$ cat config.mk
export PLATFORM = sky130hd
export DESIGN_NAME = reno_congestion_window_tracker
export DESIGN_NICKNAME = d
export VERILOG_FILES = /design/src/rcwt_pkg.sv /design/src/rcwt_alu.sv /design/src/rcwt_bitmap.sv /design/src/reno_congestion_window_tracker.sv
export SDC_FILE = /design/constraint.sdc
export NUM_CORES = 1
export LEC_CHECK = 0
export BUFFER_PORTS_ARGS = -buffer_cell sky130_fd_sc_hd__clkbuf_2
export CORE_UTILIZATION = 40
export CTS_CLUSTER_SIZE = 20
export DETAILED_ROUTE_END_ITERATION = 16
export PLACE_DENSITY = 0.62
export REMOVE_ABC_BUFFERS = 1
export SLEW_MARGIN = 25
export SYNTH_ARGS = -nofsm -noshare
export SYNTH_HDL_FRONTEND = slang
export SYNTH_HIERARCHICAL = 1
export SYNTH_SLANG_ARGS = --single-unit
$ cat constraint.sdc
create_clock -name i_clk -period 9.75 [get_ports i_clk]
set_input_delay 1.95 -clock i_clk [delete_from_list [all_inputs] [get_ports i_clk]]
set_output_delay 1.95 -clock i_clk [all_outputs]
set_load 0.005 [all_outputs]
$ cat src/rcwt_pkg.sv
// Shared types and constants for the Reno congestion window tracker.
// Holds the transfer payload structs, the event and phase codes, and the sequencer states.
// No dependencies.
package rcwt_pkg;

    // Event codes carried in the mode field.
    localparam logic [1:0] MODE_SENT    = 2'd0;
    localparam logic [1:0] MODE_ACK     = 2'd1;
    localparam logic [1:0] MODE_TIMEOUT = 2'd2;

    // Configuration register indexes (byte address is four times the index).
    localparam logic [1:0] REG_INIT_THRESH = 2'd0;
    localparam logic [1:0] REG_MAX_WINDOW  = 2'd1;
    localparam logic [1:0] REG_DUP_LIMIT   = 2'd2;
    localparam logic [1:0] REG_INFLATE     = 2'd3;

    // Reset values of the configuration registers and of the threshold.
    localparam logic [15:0] INIT_THRESH_RST = 16'd64;
    localparam logic [8:0]  MAX_WINDOW_RST  = 9'd256;
    localparam logic [2:0]  DUP_LIMIT_RST   = 3'd3;
    localparam logic [2:0]  INFLATE_RST     = 3'd3;

    // Largest window the tracker ever holds, and the duplicate count ceiling.
    localparam logic [8:0]  WINDOW_LIMIT = 9'd256;
    localparam logic [2:0]  DUP_SAT      = 3'd7;

    typedef enum logic [1:0] {
        PH_SLOW  = 2'd0,
        PH_AVOID = 2'd1,
        PH_RECOV = 2'd2
    } t_phase;

    typedef enum logic {
        ALU_ADD = 1'b0,
        ALU_SUB = 1'b1
    } t_alu_op;

    typedef enum logic [3:0] {
        ST_IDLE,
        ST_OFFSET,
        ST_SLOT,
        ST_SCAN_RD,
        ST_SCAN_CHK,
        ST_MACH,
        ST_INFL,
        ST_SLOW2,
        ST_AVOID2,
        ST_DONE
    } t_state;

    typedef struct packed {
        logic [1:0]  mode;
        logic [15:0] packet_id;
        logic [15:0] ack_seq;
        logic        intact;
    } t_in_item;

    typedef struct packed {
        logic [15:0] send_base;
        logic [8:0]  window;
        logic [15:0] threshold;
        logic [1:0]  phase;
        logic        retransmit;
        logic        status;
    } t_out_item;

endpackage

$ cat src/rcwt_alu.sv
// Shared 16-bit add/subtract and unsigned compare unit of the tracker.
// Depends on rcwt_pkg for the operation code.
module rcwt_alu import rcwt_pkg::*; (
    input  t_alu_op     i_op,
    input  logic [15:0] i_a,
    input  logic [15:0] i_b,
    output logic [15:0] o_res,
    output logic        o_lt
);

    always_comb begin
        case (i_op)
            ALU_ADD: o_res = i_a + i_b;
            ALU_SUB: o_res = i_a - i_b;
            default: o_res = i_a + i_b;
        endcase
    end

    assign o_lt = (i_a < i_b);

endmodule

$ cat src/rcwt_bitmap.sv
// Acknowledged-bit ring of the tracker: one bit per tracked packet slot.
// After reset a sweep clears one slot per cycle; o_ready is low until it finishes.
// Depends on rcwt_pkg only by convention of the project.
module rcwt_bitmap import rcwt_pkg::*; #(
    parameter int RING_DEPTH = 256,
    localparam int AW = $clog2(RING_DEPTH)
) (
    input  logic          i_clk,
    input  logic          i_rst_n,
    input  logic          i_we,
    input  logic [AW-1:0] i_waddr,
    input  logic          i_wdata,
    input  logic [AW-1:0] i_raddr,
    output logic          o_rdata,
    output logic          o_ready
);

    localparam logic [AW-1:0] LAST_SLOT = AW'(RING_DEPTH - 1);

    logic          r_mem [RING_DEPTH];
    logic          r_busy;
    logic [AW-1:0] r_clr_addr;
    logic          r_rdata;

    always_ff @(posedge i_clk) begin
        if (!i_rst_n) begin
            r_busy     <= 1'b1;
            r_clr_addr <= '0;
        end else if (r_busy) begin
            r_clr_addr <= r_clr_addr + AW'(1);
            if (r_clr_addr == LAST_SLOT) begin
                r_busy <= 1'b0;
            end
        end
    end

    always_ff @(posedge i_clk) begin
        if (i_rst_n) begin
            if (r_busy) begin
                r_mem[r_clr_addr] <= 1'b0;
            end else if (i_we) begin
                r_mem[i_waddr] <= i_wdata;
            end
        end
        r_rdata <= r_mem[i_raddr];
    end

    assign o_rdata = r_rdata;
    assign o_ready = !r_busy;

endmodule

$ cat src/reno_congestion_window_tracker.sv
// Sender-side TCP Reno congestion window tracker, counted in packets. Each input transfer
// is one event (packet sent, acknowledgement, or timeout) and yields exactly one result
// transfer with the send base, window, threshold and phase after the event. A small
// sequencer runs every event through one shared 16-bit add/compare unit. A sent packet,
// a timeout, a corrupted acknowledgement or an undefined event code passes the offset and
// slot steps and then loads the result register; the sequencer goes back to idle before
// it takes the next event, so a new event is taken only once the last one is through. An
// intact acknowledgement outside the ring also runs the first step of the congestion
// machine, and its second step when the machine needs it (a new acknowledgement in slow
// start or congestion avoidance, or fast recovery entry). An intact acknowledgement inside
// the ring first moves the send base over every acknowledged packet ahead of it; each
// step of that scan is one read and, for a set bit, one clear of the acknowledged-bit
// memory, whose single read port sets the pace; the worst case passes a full ring of 256
// slots. A new transfer is taken while the previous result still waits to be collected;
// the next result is loaded only once that one has gone. After reset the acknowledged-bit
// memory is swept clear, one slot per cycle, and no input transfer is taken until the
// sweep ends; register writes work throughout.
// Depends on rcwt_pkg, rcwt_alu and rcwt_bitmap.
module reno_congestion_window_tracker import rcwt_pkg::*; #(
    parameter int RING_DEPTH = 256
) (
    input  logic        i_clk,
    input  logic        i_rst_n,

    // Event input channel.
    input  logic        i_in_valid,
    output logic        o_in_stall,
    input  t_in_item    i_in,

    // Result output channel.
    output logic        o_out_valid,
    input  logic        i_out_stall,
    output t_out_item   o_out,

    // Register port.
    input  logic        psel,
    input  logic        penable,
    input  logic        pwrite,
    input  logic [3:0]  paddr,
    input  logic [31:0] pwdata,
    output logic [31:0] prdata,
    output logic        pready
);

    localparam int AW = $clog2(RING_DEPTH);
    localparam logic [15:0]   DEPTH16   = 16'(RING_DEPTH);
    localparam logic [AW:0]   DEPTH_EXT = (AW + 1)'(RING_DEPTH);
    localparam logic [AW-1:0] LAST_SLOT = AW'(RING_DEPTH - 1);

    // Configuration registers. The window ceiling is kept pre-clamped to 1..256.
    logic [15:0] r_init_thr;
    logic [8:0]  r_max_win;
    logic [8:0]  r_ceil;
    logic [2:0]  r_dup_lim;
    logic [2:0]  r_inflate;
    logic        cfg_write;
    logic [1:0]  cfg_index;
    logic [8:0]  wr_win;

    // Sequencer and tracker state.
    t_state      r_state, n_state;
    t_in_item    r_item, n_item;
    logic [15:0] r_offset, n_offset;
    logic [15:0] r_base, n_base;
    logic [AW-1:0] r_base_slot, n_base_slot;
    logic [8:0]  r_window, n_window;
    logic [15:0] r_thresh, n_thresh;
    t_phase      r_phase, n_phase;
    logic [2:0]  r_dup, n_dup;
    logic [8:0]  r_credit, n_credit;
    logic [15:0] r_last_ack, n_last_ack;
    logic        r_retx, n_retx;
    logic        r_stat, n_stat;
    t_out_item   r_out, n_out;
    logic        r_out_valid, n_out_valid;

    // Shared unit and bitmap hookup.
    t_alu_op     alu_op;
    logic [15:0] alu_a, alu_b, alu_res;
    logic        alu_lt;
    logic        bm_we, bm_wdata, bm_rdata, bm_ready;
    logic [AW-1:0] bm_waddr;

    logic        accept;
    logic        in_ring;
    logic [AW:0] slot_sum;
    logic [AW-1:0] slot;
    logic        dup_ack;
    logic [2:0]  dup_next;

    // Clamp a grown window to the configured ceiling.
    function automatic logic [8:0] f_cap(input logic [9:0] v, input logic [8:0] c);
        f_cap = (v > {1'b0, c}) ? c : v[8:0];
    endfunction

    //--------------------------------------------------------------------------
    // Register port. Every access completes in its access phase.
    //--------------------------------------------------------------------------
    assign pready    = 1'b1;
    assign cfg_write = psel && penable && pwrite;
    assign cfg_index = paddr[3:2];
    assign wr_win    = pwdata[8:0];

    always_ff @(posedge i_clk) begin
        if (!i_rst_n) begin
            r_init_thr <= INIT_THRESH_RST;
            r_max_win  <= MAX_WINDOW_RST;
            r_ceil     <= MAX_WINDOW_RST;
            r_dup_lim  <= DUP_LIMIT_RST;
            r_inflate  <= INFLATE_RST;
        end else if (cfg_write) begin
            case (cfg_index)
                REG_INIT_THRESH: r_init_thr <= pwdata[15:0];
                REG_MAX_WINDOW: begin
                    r_max_win <= wr_win;
                    if (wr_win == 9'd0) begin
                        r_ceil <= 9'd1;
                    end else if (wr_win > WINDOW_LIMIT) begin
                        r_ceil <= WINDOW_LIMIT;
                    end else begin
                        r_ceil <= wr_win;
                    end
                end
                REG_DUP_LIMIT:   r_dup_lim <= pwdata[2:0];
                REG_INFLATE:     r_inflate <= pwdata[2:0];
                default: ;
            endcase
        end
    end

    always_comb begin
        case (cfg_index)
            REG_INIT_THRESH: prdata = {16'd0, r_init_thr};
            REG_MAX_WINDOW:  prdata = {23'd0, r_max_win};
            REG_DUP_LIMIT:   prdata = {29'd0, r_dup_lim};
            REG_INFLATE:     prdata = {29'd0, r_inflate};
            default:         prdata = 32'd0;
        endcase
    end

    //--------------------------------------------------------------------------
    // Shared arithmetic unit and acknowledged-bit ring.
    //--------------------------------------------------------------------------
    rcwt_alu u_alu (
        .i_op  (alu_op),
        .i_a   (alu_a),
        .i_b   (alu_b),
        .o_res (alu_res),
        .o_lt  (alu_lt)
    );

    // The read port always looks at the slot under the send base.
    rcwt_bitmap #(.RING_DEPTH(RING_DEPTH)) u_bitmap (
        .i_clk   (i_clk),
        .i_rst_n (i_rst_n),
        .i_we    (bm_we),
        .i_waddr (bm_waddr),
        .i_wdata (bm_wdata),
        .i_raddr (r_base_slot),
        .o_rdata (bm_rdata),
        .o_ready (bm_ready)
    );

    //--------------------------------------------------------------------------
    // Handshakes. The result register lets a new event in while a result waits.
    //--------------------------------------------------------------------------
    assign o_in_stall  = !((r_state == ST_IDLE) && bm_ready);
    assign accept      = i_in_valid && !o_in_stall;
    assign o_out_valid = r_out_valid;
    assign o_out       = r_out;

    // A packet is tracked when its distance from the send base fits in the ring.
    assign in_ring  = (r_offset < DEPTH16);
    assign slot_sum = alu_res[AW:0];
    assign slot     = (slot_sum >= DEPTH_EXT) ? AW'(slot_sum - DEPTH_EXT) : slot_sum[AW-1:0];
    assign dup_ack  = (r_item.ack_seq == r_last_ack);
    assign dup_next = (r_dup == DUP_SAT) ? DUP_SAT : r_dup + 3'd1;

    //--------------------------------------------------------------------------
    // Sequencer: next state, shared unit operands and state updates.
    //--------------------------------------------------------------------------
    always_comb begin
        n_state     = r_state;
        n_item      = r_item;
        n_offset    = r_offset;
        n_base      = r_base;
        n_base_slot = r_base_slot;
        n_window    = r_window;
        n_thresh    = r_thresh;
        n_phase     = r_phase;
        n_dup       = r_dup;
        n_credit    = r_credit;
        n_last_ack  = r_last_ack;
        n_retx      = r_retx;
        n_stat      = r_stat;
        n_out       = r_out;
        n_out_valid = r_out_valid && i_out_stall;
        alu_op      = ALU_ADD;
        alu_a       = r_item.packet_id;
        alu_b       = r_base;
        bm_we       = 1'b0;
        bm_wdata    = 1'b0;
        bm_waddr    = r_base_slot;

        case (r_state)
            ST_IDLE: begin
                if (accept) begin
                    n_item  = i_in;
                    n_retx  = 1'b0;
                    n_stat  = 1'b0;
                    n_state = ST_OFFSET;
                end
            end

            // Distance of the packet from the send base, modulo 2^16.
            ST_OFFSET: begin
                alu_op   = ALU_SUB;
                alu_a    = r_item.packet_id;
                alu_b    = r_base;
                n_offset = alu_res;
                n_state  = ST_SLOT;
            end

            // Ring slot of the packet, then dispatch on the event kind.
            ST_SLOT: begin
                alu_op   = ALU_ADD;
                alu_a    = 16'(r_base_slot);
                alu_b    = r_offset;
                bm_waddr = slot;
                n_state  = ST_DONE;
                case (r_item.mode)
                    MODE_SENT: begin
                        if (in_ring) begin
                            bm_we    = 1'b1;
                            bm_wdata = 1'b0;
                        end else begin
                            n_stat = 1'b1;
                        end
                    end
                    MODE_ACK: begin
                        if (!r_item.intact) begin
                            n_retx = 1'b1;
                        end else if (in_ring) begin
                            bm_we    = 1'b1;
                            bm_wdata = 1'b1;
                            n_state  = ST_SCAN_RD;
                        end else begin
                            n_stat  = 1'b1;
                            n_state = ST_MACH;
                        end
                    end
                    MODE_TIMEOUT: begin
                        n_phase  = PH_SLOW;
                        n_thresh = {7'd0, r_window[8:0]} >> 1;
                        n_window = 9'd1;
                        n_dup    = 3'd0;
                        n_credit = 9'd0;
                    end
                    default: ;
                endcase
            end

            // Read the bit under the send base; the data is there next cycle.
            ST_SCAN_RD: begin
                n_state = ST_SCAN_CHK;
            end

            // A set bit is cleared and the base moves on by one packet.
            ST_SCAN_CHK: begin
                if (bm_rdata) begin
                    bm_we       = 1'b1;
                    bm_wdata    = 1'b0;
                    bm_waddr    = r_base_slot;
                    alu_op      = ALU_ADD;
                    alu_a       = r_base;
                    alu_b       = 16'd1;
                    n_base      = alu_res;
                    n_base_slot = (r_base_slot == LAST_SLOT) ? '0 : r_base_slot + AW'(1);
                    n_state     = ST_SCAN_RD;
                end else begin
                    n_state = ST_MACH;
                end
            end

            // First step of the congestion machine for an intact acknowledgement.
            ST_MACH: begin
                n_state = ST_DONE;
                if (dup_ack) begin
                    if (r_phase == PH_RECOV) begin
                        n_window = f_cap(10'(r_window) + 10'd1, r_ceil);
                    end else begin
                        n_dup = dup_next;
                        if (dup_next == r_dup_lim) begin
                            n_thresh = {7'd0, r_window[8:0]} >> 1;
                            n_phase  = PH_RECOV;
                            n_state  = ST_INFL;
                        end
                    end
                end else begin
                    n_last_ack = r_item.ack_seq;
                    n_dup      = 3'd0;
                    case (r_phase)
                        PH_SLOW: begin
                            alu_op = ALU_SUB;
                            alu_a  = {7'd0, r_window};
                            alu_b  = r_thresh;
                            if (alu_lt) begin
                                n_window = f_cap(10'(r_window) + 10'd1, r_ceil);
                            end
                            n_state = ST_SLOW2;
                        end
                        PH_AVOID: begin
                            n_credit = r_credit + 9'd1;
                            n_state  = ST_AVOID2;
                        end
                        PH_RECOV: begin
                            alu_op   = ALU_SUB;
                            alu_a    = r_thresh;
                            alu_b    = {7'd0, r_ceil};
                            n_window = alu_lt ? r_thresh[8:0] : r_ceil;
                            n_phase  = PH_AVOID;
                            n_credit = 9'd0;
                        end
                        default: ;
                    endcase
                end
            end

            // Fast recovery entry: window becomes threshold plus the inflation, capped at the ceiling.
            ST_INFL: begin
                alu_op   = ALU_ADD;
                alu_a    = r_thresh;
                alu_b    = {13'd0, r_inflate};
                n_window = f_cap(alu_res[9:0], r_ceil);
                n_state  = ST_DONE;
            end

            // Slow start is left once the window has reached the threshold.
            ST_SLOW2: begin
                alu_op = ALU_SUB;
                alu_a  = {7'd0, r_window};
                alu_b  = r_thresh;
                if (!alu_lt) begin
                    n_phase  = PH_AVOID;
                    n_credit = 9'd0;
                end
                n_state = ST_DONE;
            end

            // One window's worth of new acknowledgements grows the window by one.
            ST_AVOID2: begin
                if (r_credit >= r_window) begin
                    n_credit = 9'd0;
                    n_window = f_cap(10'(r_window) + 10'd1, r_ceil);
                end
                n_state = ST_DONE;
            end

            // Load the result register once the previous result has been taken.
            ST_DONE: begin
                if (!r_out_valid || !i_out_stall) begin
                    n_out.send_base  = r_base;
                    n_out.window     = r_window;
                    n_out.threshold  = r_thresh;
                    n_out.phase      = r_phase;
                    n_out.retransmit = r_retx;
                    n_out.status     = r_stat;
                    n_out_valid      = 1'b1;
                    n_state          = ST_IDLE;
                end
            end

            default: n_state = ST_IDLE;
        endcase
    end

    always_ff @(posedge i_clk) begin
        if (!i_rst_n) begin
            r_state <= ST_IDLE;
        end else begin
            r_state <= n_state;
        end
    end

    always_ff @(posedge i_clk) begin
        if (!i_rst_n) begin
            r_base      <= 16'd0;
            r_base_slot <= '0;
            r_window    <= 9'd1;
            r_thresh    <= INIT_THRESH_RST;
            r_phase     <= PH_SLOW;
            r_dup       <= 3'd0;
            r_credit    <= 9'd0;
            r_last_ack  <= 16'd0;
            r_out_valid <= 1'b0;
        end else begin
            r_base      <= n_base;
            r_base_slot <= n_base_slot;
            r_window    <= n_window;
            r_thresh    <= n_thresh;
            r_phase     <= n_phase;
            r_dup       <= n_dup;
            r_credit    <= n_credit;
            r_last_ack  <= n_last_ack;
            r_out_valid <= n_out_valid;
        end
    end

    // Payload registers carry no reset.
    always_ff @(posedge i_clk) begin
        r_item   <= n_item;
        r_offset <= n_offset;
        r_retx   <= n_retx;
        r_stat   <= n_stat;
        r_out    <= n_out;
    end

    //--------------------------------------------------------------------------
    // Assertions.
    //--------------------------------------------------------------------------

    // A new result only appears after the sequencer has finished an event.
    a_out_from_done: assert property (@(posedge i_clk) disable iff (!i_rst_n)
        $rose(r_out_valid) |-> $past(r_state == ST_DONE))
        else $error("result appeared without a finished event");

    // No event is taken while the bit ring is still being swept clear.
    a_no_accept_in_sweep: assert property (@(posedge i_clk) disable iff (!i_rst_n)
        accept |-> bm_ready)
        else $error("event accepted during the clearing sweep");

    // The send base moves by at most one packet per cycle.
    a_base_step: assert property (@(posedge i_clk) disable iff (!i_rst_n)
        ($past(i_rst_n) && (r_base != $past(r_base))) |-> (r_base == $past(r_base) + 16'd1))
        else $error("send base jumped by more than one packet");

    // A retransmit request is never reported together with an ignored packet.
    a_retx_status: assert property (@(posedge i_clk) disable iff (!i_rst_n)
        r_out_valid |-> !(r_out.retransmit && r_out.status))
        else $error("retransmit and out-of-ring status set together");

endmodule
Word level (Yosys, flattened, before mapping)
Memory sizes are Yosys's and may differ from the RTL's. A register that Yosys moved wholly into a read port is not among the register bits.
Cells that the tools add are included.
- output and inout bits: 80
- input bits: 78
- bits in registers: 231
- memories kept: 1
- RAM bits: 256
- memory list (name ; depth ; bits a word ; rd ports ; clocked after memory_dff ; wr ports ; RTL line ; RTL):
    u_bitmap.r_mem ; 256 ; 1 ; 1 ; 1 ; 1 ; rcwt_bitmap.sv:20 ; logic r_mem [RING_DEPTH];
- reductions and logical operators: 40
- muxes and demuxes: 91
- magnitude comparators: 7
- equal/unequal tests: 41
- bitwise operators: 2
- $add $sub $neg: 8
- operator list (operator ; count):
    $pmux W16 S5 ; 2
    $mux W16 ; 8
    $pmux W16 S2 ; 4
    $pmux W32 S4 ; 1
    $mux W9 ; 14
    $pmux W9 S4 ; 2
    $pmux W9 S2 ; 2
    $mux W8 ; 4
    $pmux W4 S8 ; 1
    $mux W4 ; 7
    $mux W1 ; 25
    $gt A10 B9 Y1 ; 2
    $ne A2 B2 Y1 const B ; 10
    $mux W3 ; 6
    $ne A3 B3 Y1 const B ; 6
    $reduce_and A2 Y1 ; 9
    $reduce_and A6 Y1 ; 3
    $add A16 B16 Y16 ; 1
    $add A8 B1 Y8 const B ; 2
    $eq A16 B16 Y1 ; 1
    $eq A4 B3 Y1 const B ; 4
    $eq A8 B8 Y1 const B ; 2
    $lt A16 B16 Y1 ; 1
    $lt A16 B9 Y1 const B ; 1
    other kinds (39) ; 71

Logic depth before layout (Yosys ltp)
- depth in word-level cells: 11
- mapped depth: 26
- mapped depth without buffers: 24

Cells and area by module
The synthesis kept the hierarchy.
- by module, submodules not included (module ; cells each ; area an instance (sq um) ; times used):
    rcwt_bitmap ; 899 ; 11868.9 ; 1
    reno_congestion_window_tracker ; 1048 ; 10206.0 ; 1
    rcwt_alu ; 228 ; 1659.1 ; 1

Least setup slack after synthesis
OpenSTA, ideal clock, no wires.
- path type: input-to-reg
- start: input port i_rst_n
- end: memory u_bitmap.r_mem[0], data pin
- setup slack: 3.282 ns
- path buffers: 1
- arrival: 5.599 ns
- stages on the path: 3
- library setup time: 0.869 ns
- path through: and3_1 -> clkbuf_1 -> and2_1
- cells in the longest elaborated chain, start to end: 4
- ends and longest elaborated chain (element ; RTL line ; RTL):
    start: declaration ; reno_congestion_window_tracker.sv:23 ; input logic i_rst_n,
    $mux W1 ; rcwt_bitmap.sv:38 ; if (i_rst_n) begin
    $mux W1 (not written as such) ; rcwt_bitmap.sv:42 ; r_mem[i_waddr] <= i_wdata;
    $reduce_or A1 Y1 (no line) ; -- ;
    $mux W1 (no line) ; -- ;
    end: declaration ; rcwt_bitmap.sv:20 ;
Every way passes these cells.

Worst setup path after layout
- start: register r_state[0]
- end: memory u_bitmap.r_mem[89] (enable)
- RTL lines (element ; RTL line ; RTL):
    start: declaration ; reno_congestion_window_tracker.sv:61 ; t_state r_state, n_state;
    start signal: assignment ; reno_congestion_window_tracker.sv:381 ; r_state <= n_state;
    $eq A4 B3 Y1 or $eq A4 B2 Y1 (tied branches) ; reno_congestion_window_tracker.sv:205 ; case (r_state)
    $pmux W16 S5 (*) ; reno_congestion_window_tracker.sv:205 ;
    net alu_a[0] ; reno_congestion_window_tracker.sv:79 ; logic [15:0] alu_a, alu_b, alu_res;
    $sub A16 B16 Y16 or $add A16 B16 Y16 (tied branches) ; -- ;
    $pmux W16 S2 (*) ; rcwt_alu.sv:12 ; case (i_op)
    net alu_res[6] ; reno_congestion_window_tracker.sv:79 ;
    $sub A8 B1 Y8 or $ge A9 B9 Y1 (tied branches) ; reno_congestion_window_tracker.sv:175 ; assign slot = (slot_sum >= DEPTH_EXT) ? AW'(slot_sum - DEPTH_EXT) : slot_sum[AW-1:0];
    $mux W8 (*) ; reno_congestion_window_tracker.sv:175 ;
    $mux W8 (*) ; -- ;
    net bm_waddr[6] ; reno_congestion_window_tracker.sv:82 ; logic [AW-1:0] bm_waddr;
    $mux W8 (no line) (*) ; -- ;
The timed path passes the listed nets; every way through them passes the cells marked *.

==> flow_metrics.tcl <==
set metrics [dict create \
    die_h_um 246 \
    r2r_start "r_state[0]" \
    critical_path_buf_inv_count 1 \
    cts-root-buf "clkbuf_16" \
    path_clk_slew_ps 60 \
    grt_max_degree 142 \
    dr.max_layer_used "met4" \
    slowest_delay_ps 740 \
    hold_buffers 0 \
    dp_hpwl_um 40800 \
    end_kind "flip-flop" \
    finalPower_mw 4.34 \
    ant_nets 0 \
    wl_met1_um 26700 \
    synth_edf_count 346 \
    slowest_stage "o21ai_0" \
    crit_chain "nand2b_4, or3_1, inv_1, a222oi_1, nand4_1, ha_1, fa_1, nor2b_1, o311ai_0, a21bo_2, o21ai_0, xnor2_1, nand2_1, nand2_1, nand2b_1, o21ai_0, nand2_1, nor2_1" \
    p_sw_uw 995 \
    grt_usage_pct 20.5 \
    core-area_um2 58100 \
    drive_above_1_share_pct 13.8 \
    routedWlPerCell_um 20.7 \
    max_slew.worst_pin.slew_ps 1080 \
    tritoncts "done" \
    totalWireLength_um 62700 \
    die_x_um 246 \
    synthCells 2175 \
    synth-compound-area-share_pct 10.6 \
    cp_max_fo 19 \
    post_cts_buffers 0 \
    vias 17200 \
    grt_pass1_wl_um 95400 \
    dominantRegCellSynth "edfxtp_1" \
    post-place-ws_ps 2470 \
    min_from "r_init_thr[11]" \
    p_leak_nw 9.01 \
    clock_latency_ps 620 \
    slew_violations 0 \
    synthMuxAreaShare_pct 9.15 \
    met3_length_um 4210 \
    startpoint "r_state[0]" \
    synth_top_family_by_area "simple AND/OR/NAND/NOR gates" \
    first_iter_violations 1727 \
    clock_sinks 472 \
    yosys-top-cells-area "edfxtp_1 44%, dfxtp_1 11%, nor2_1 5.7%" \
    rows 88 \
    synthXorXnorAreaFrac_pct 1.92 \
    gp_congestion 0.908 \
    finalHoldViolations 0 \
    cp_data_required_time_ps 10060 \
    netlist_area_um2 23700 \
    clockBufferDepth 3 \
    seq_area_frac_synth_pct 54.4 \
    power_frac_clock_pct 44.3 \
    internal_power_mw 3.35 \
    syn_to_final_growth_pct 11.4 \
    cts.htree.levels 2 \
    status "completed" \
    crit_path_start_kind "flip-flop" \
    rsz0062_at_grt "no" \
    arrival_ps 7680 \
    nNetsFinal 2369 \
    p_comb_share_pct 5.9 \
    finClkSkew_ps 25.9 \
    yosysWarnings 6 \
    crit_type "reg -> reg" \
    ys_seq_elements 472 \
    cp_common_cell "nand2_1" \
    crit_family "simple AND/OR/NAND/NOR gates" \
    yosys.area_share.simple_pct 15.9 \
    start_util_pct 40.8 \
    peakVddDrop_v 0.000153 \
    max_freq_mhz 136 \
    vias_per_cell 5.66 \
    max-cap-violations 0 \
    die_area_um2 60300 \
    avgSynthCellArea_um2 10.9 \
    drc 0 \
    diodes 0 \
    power.density_nw_per_um2 164 \
    ctsResizeCount 0 \
    io_buffers 114 \
    setup_viol 0 \
    slew_headroom_pct 27.5 \
    synth_top_area_share_pct 43.8 \
    ys_async_sr_fraction_pct 0 \
    synth_cell_types 96 \
    post-route-period-util_pct 75.6 \
    yosys.area.top_type "edfxtp_1" \
    period_needed_ps 7370 \
    p_sw_share_pct 22.9 \
    min_path_type "reg -> reg" \
    cts_buffers 51 \
    synthAdderAreaFrac_pct 3.49 \
    finalSetupTns_ps 0 \
    io_pins 158 \
    antenna_found_initial 0 \
    gr-total-overflow 0 \
    drtPass1Iterations 6 \
    wl_met2_um 30100 \
    grt_pass1_vias 16600 \
    pwr-share-seq_pct 49.7 \
    setup_slack_ps 2380 \
]
[registers in the layout, indices dropped and copies added, names as in the netlist, 9 cells and up]
register / cells
r_ceil: 9
r_window: 9
r_last_ack: 16
r_item: 35
r_max_win: 9
r_base: 16
u_bitmap/r_mem: 256
r_credit: 9
o_out: 37
r_offset: 16
r_init_thr: 16
[metal layers]
metal  vias to the layer above  global-route usage (%)
li1                       7955                       -
met1                      8485                    27.1
met2                       593                    34.2
met3                       119                    3.00
met4                         0                    6.80
met5                         -                       0
[power by group through the flow]
| stage | Combinational, mW | Clock (mW) | Sequential (mW) |
|---|---|---|---|
| floorplan | 0.162 | 0 | 2.20 |
| global placement | 0.250 | 0 | 2.20 |
| detailed placement | 0.253 | 0 | 2.20 |
| CTS | 0.254 | 1.97 | 2.16 |
| global route | 0.280 | 2.04 | 2.16 |
| finish | 0.258 | 1.92 | 2.16 |
[metrics by stage]
stage	instance area, µm²	std cells	hold slack (ps)	util [%]
after floorplan	23000	2036	400	-
after global placement	24700	2936	437	42.5
after detailed placement	24700	2937	443	42.5
after CTS	26400	3029	452	45.4
after global routing	26400	3030	463	45.5
final	26400	3030	451	45.5
[cells by family after synthesis]
group,count (synthesis)
AO/OA/AOI/OAI,363
XOR/XNOR,52
adder cells (fa/ha/maj),65
buffers and inverters,222
flip-flops,472
multiplexers,161
other,2
AND/OR/NAND/NOR,838
[cells in the final DEF, fill, tap and decap left out, types with 20 or more instances in the layout]
master	instances
conb_1	25
o22ai_1	21
nor2_1	358
a222oi_1	24
nand3b_1	23
mux4_2	43
dfxtp_1	124
nand4_1	21
buf_4	20
edfxtp_1	346
xnor2_1	24
xor2_1	28
a21oi_1	99
o21ai_0	61
nand2_1	241
mux2i_1	101
clkbuf_16	52
nor3_1	20
clkbuf_2	114
ha_1	63
inv_1	57
nand3_1	40
[cell type report]
cell class | instances | area, µm²
fill | 5433 | 31700
sequential | 472 | 12900
multi-input combinational | 1504 | 9890
clock buffer | 67 | 1420
tap | 765 | 957
timing repair buffer | 137 | 771
clock inverter | 25 | 270
inverter | 60 | 225
[worst paths after layout]
| kind | to | slack (ps) | cells after the start |
|---|---|---|---|
| max | u_bitmap/r_mem[89] | 2380 | 18 |
| min | r_init_thr[11] | 450 | 2 |
| max reg2reg | u_bitmap/r_mem[89] | 2380 | 18 |
| min reg2reg | r_init_thr[11] | 450 | 2 |
[synthesized netlist by cell type, types with 6 or more instances]
library cell / n
buf_6: 6
nor2_1: 359
mux4_2: 43
a21oi_1: 100
o21ai_1: 10
nand2b_1: 17
a22oi_1: 8
nand3_1: 40
xnor2_1: 24
o31ai_1: 9
o22ai_1: 21
inv_1: 58
a22o_1: 18
xor2_1: 28
buf_2: 33
nor2b_1: 19
nand4_1: 21
mux2i_1: 101
nand3b_1: 23
and3_1: 15
and2_1: 20
o211ai_1: 19
nor4_1: 13
dfxtp_1: 126
a21boi_0: 6
edfxtp_1: 346
mux2_2: 17
o2111ai_1: 7
o21a_1: 8
o22a_1: 7
buf_4: 34
clkbuf_1: 85
nor3_1: 20
nand2_1: 241
a222oi_1: 24
ha_1: 63
or3_1: 14
o21ai_0: 61
[worst register-to-register path: stages, from the launching register on]
cell      delay, ps
dfxtp_1         690
nand2b_4        270
or3_1           510
inv_1           500
a222oi_1        450
nand4_1         180
ha_1            270
fa_1            390
nor2b_1         170
o311ai_0        650
a21bo_2         300
o21ai_0         100
xnor2_1         620
nand2_1         130
nand2_1         150
nand2b_1         70
o21ai_0         740
nand2_1         610
nor2_1          280
(Power assumes the default switching activity.)
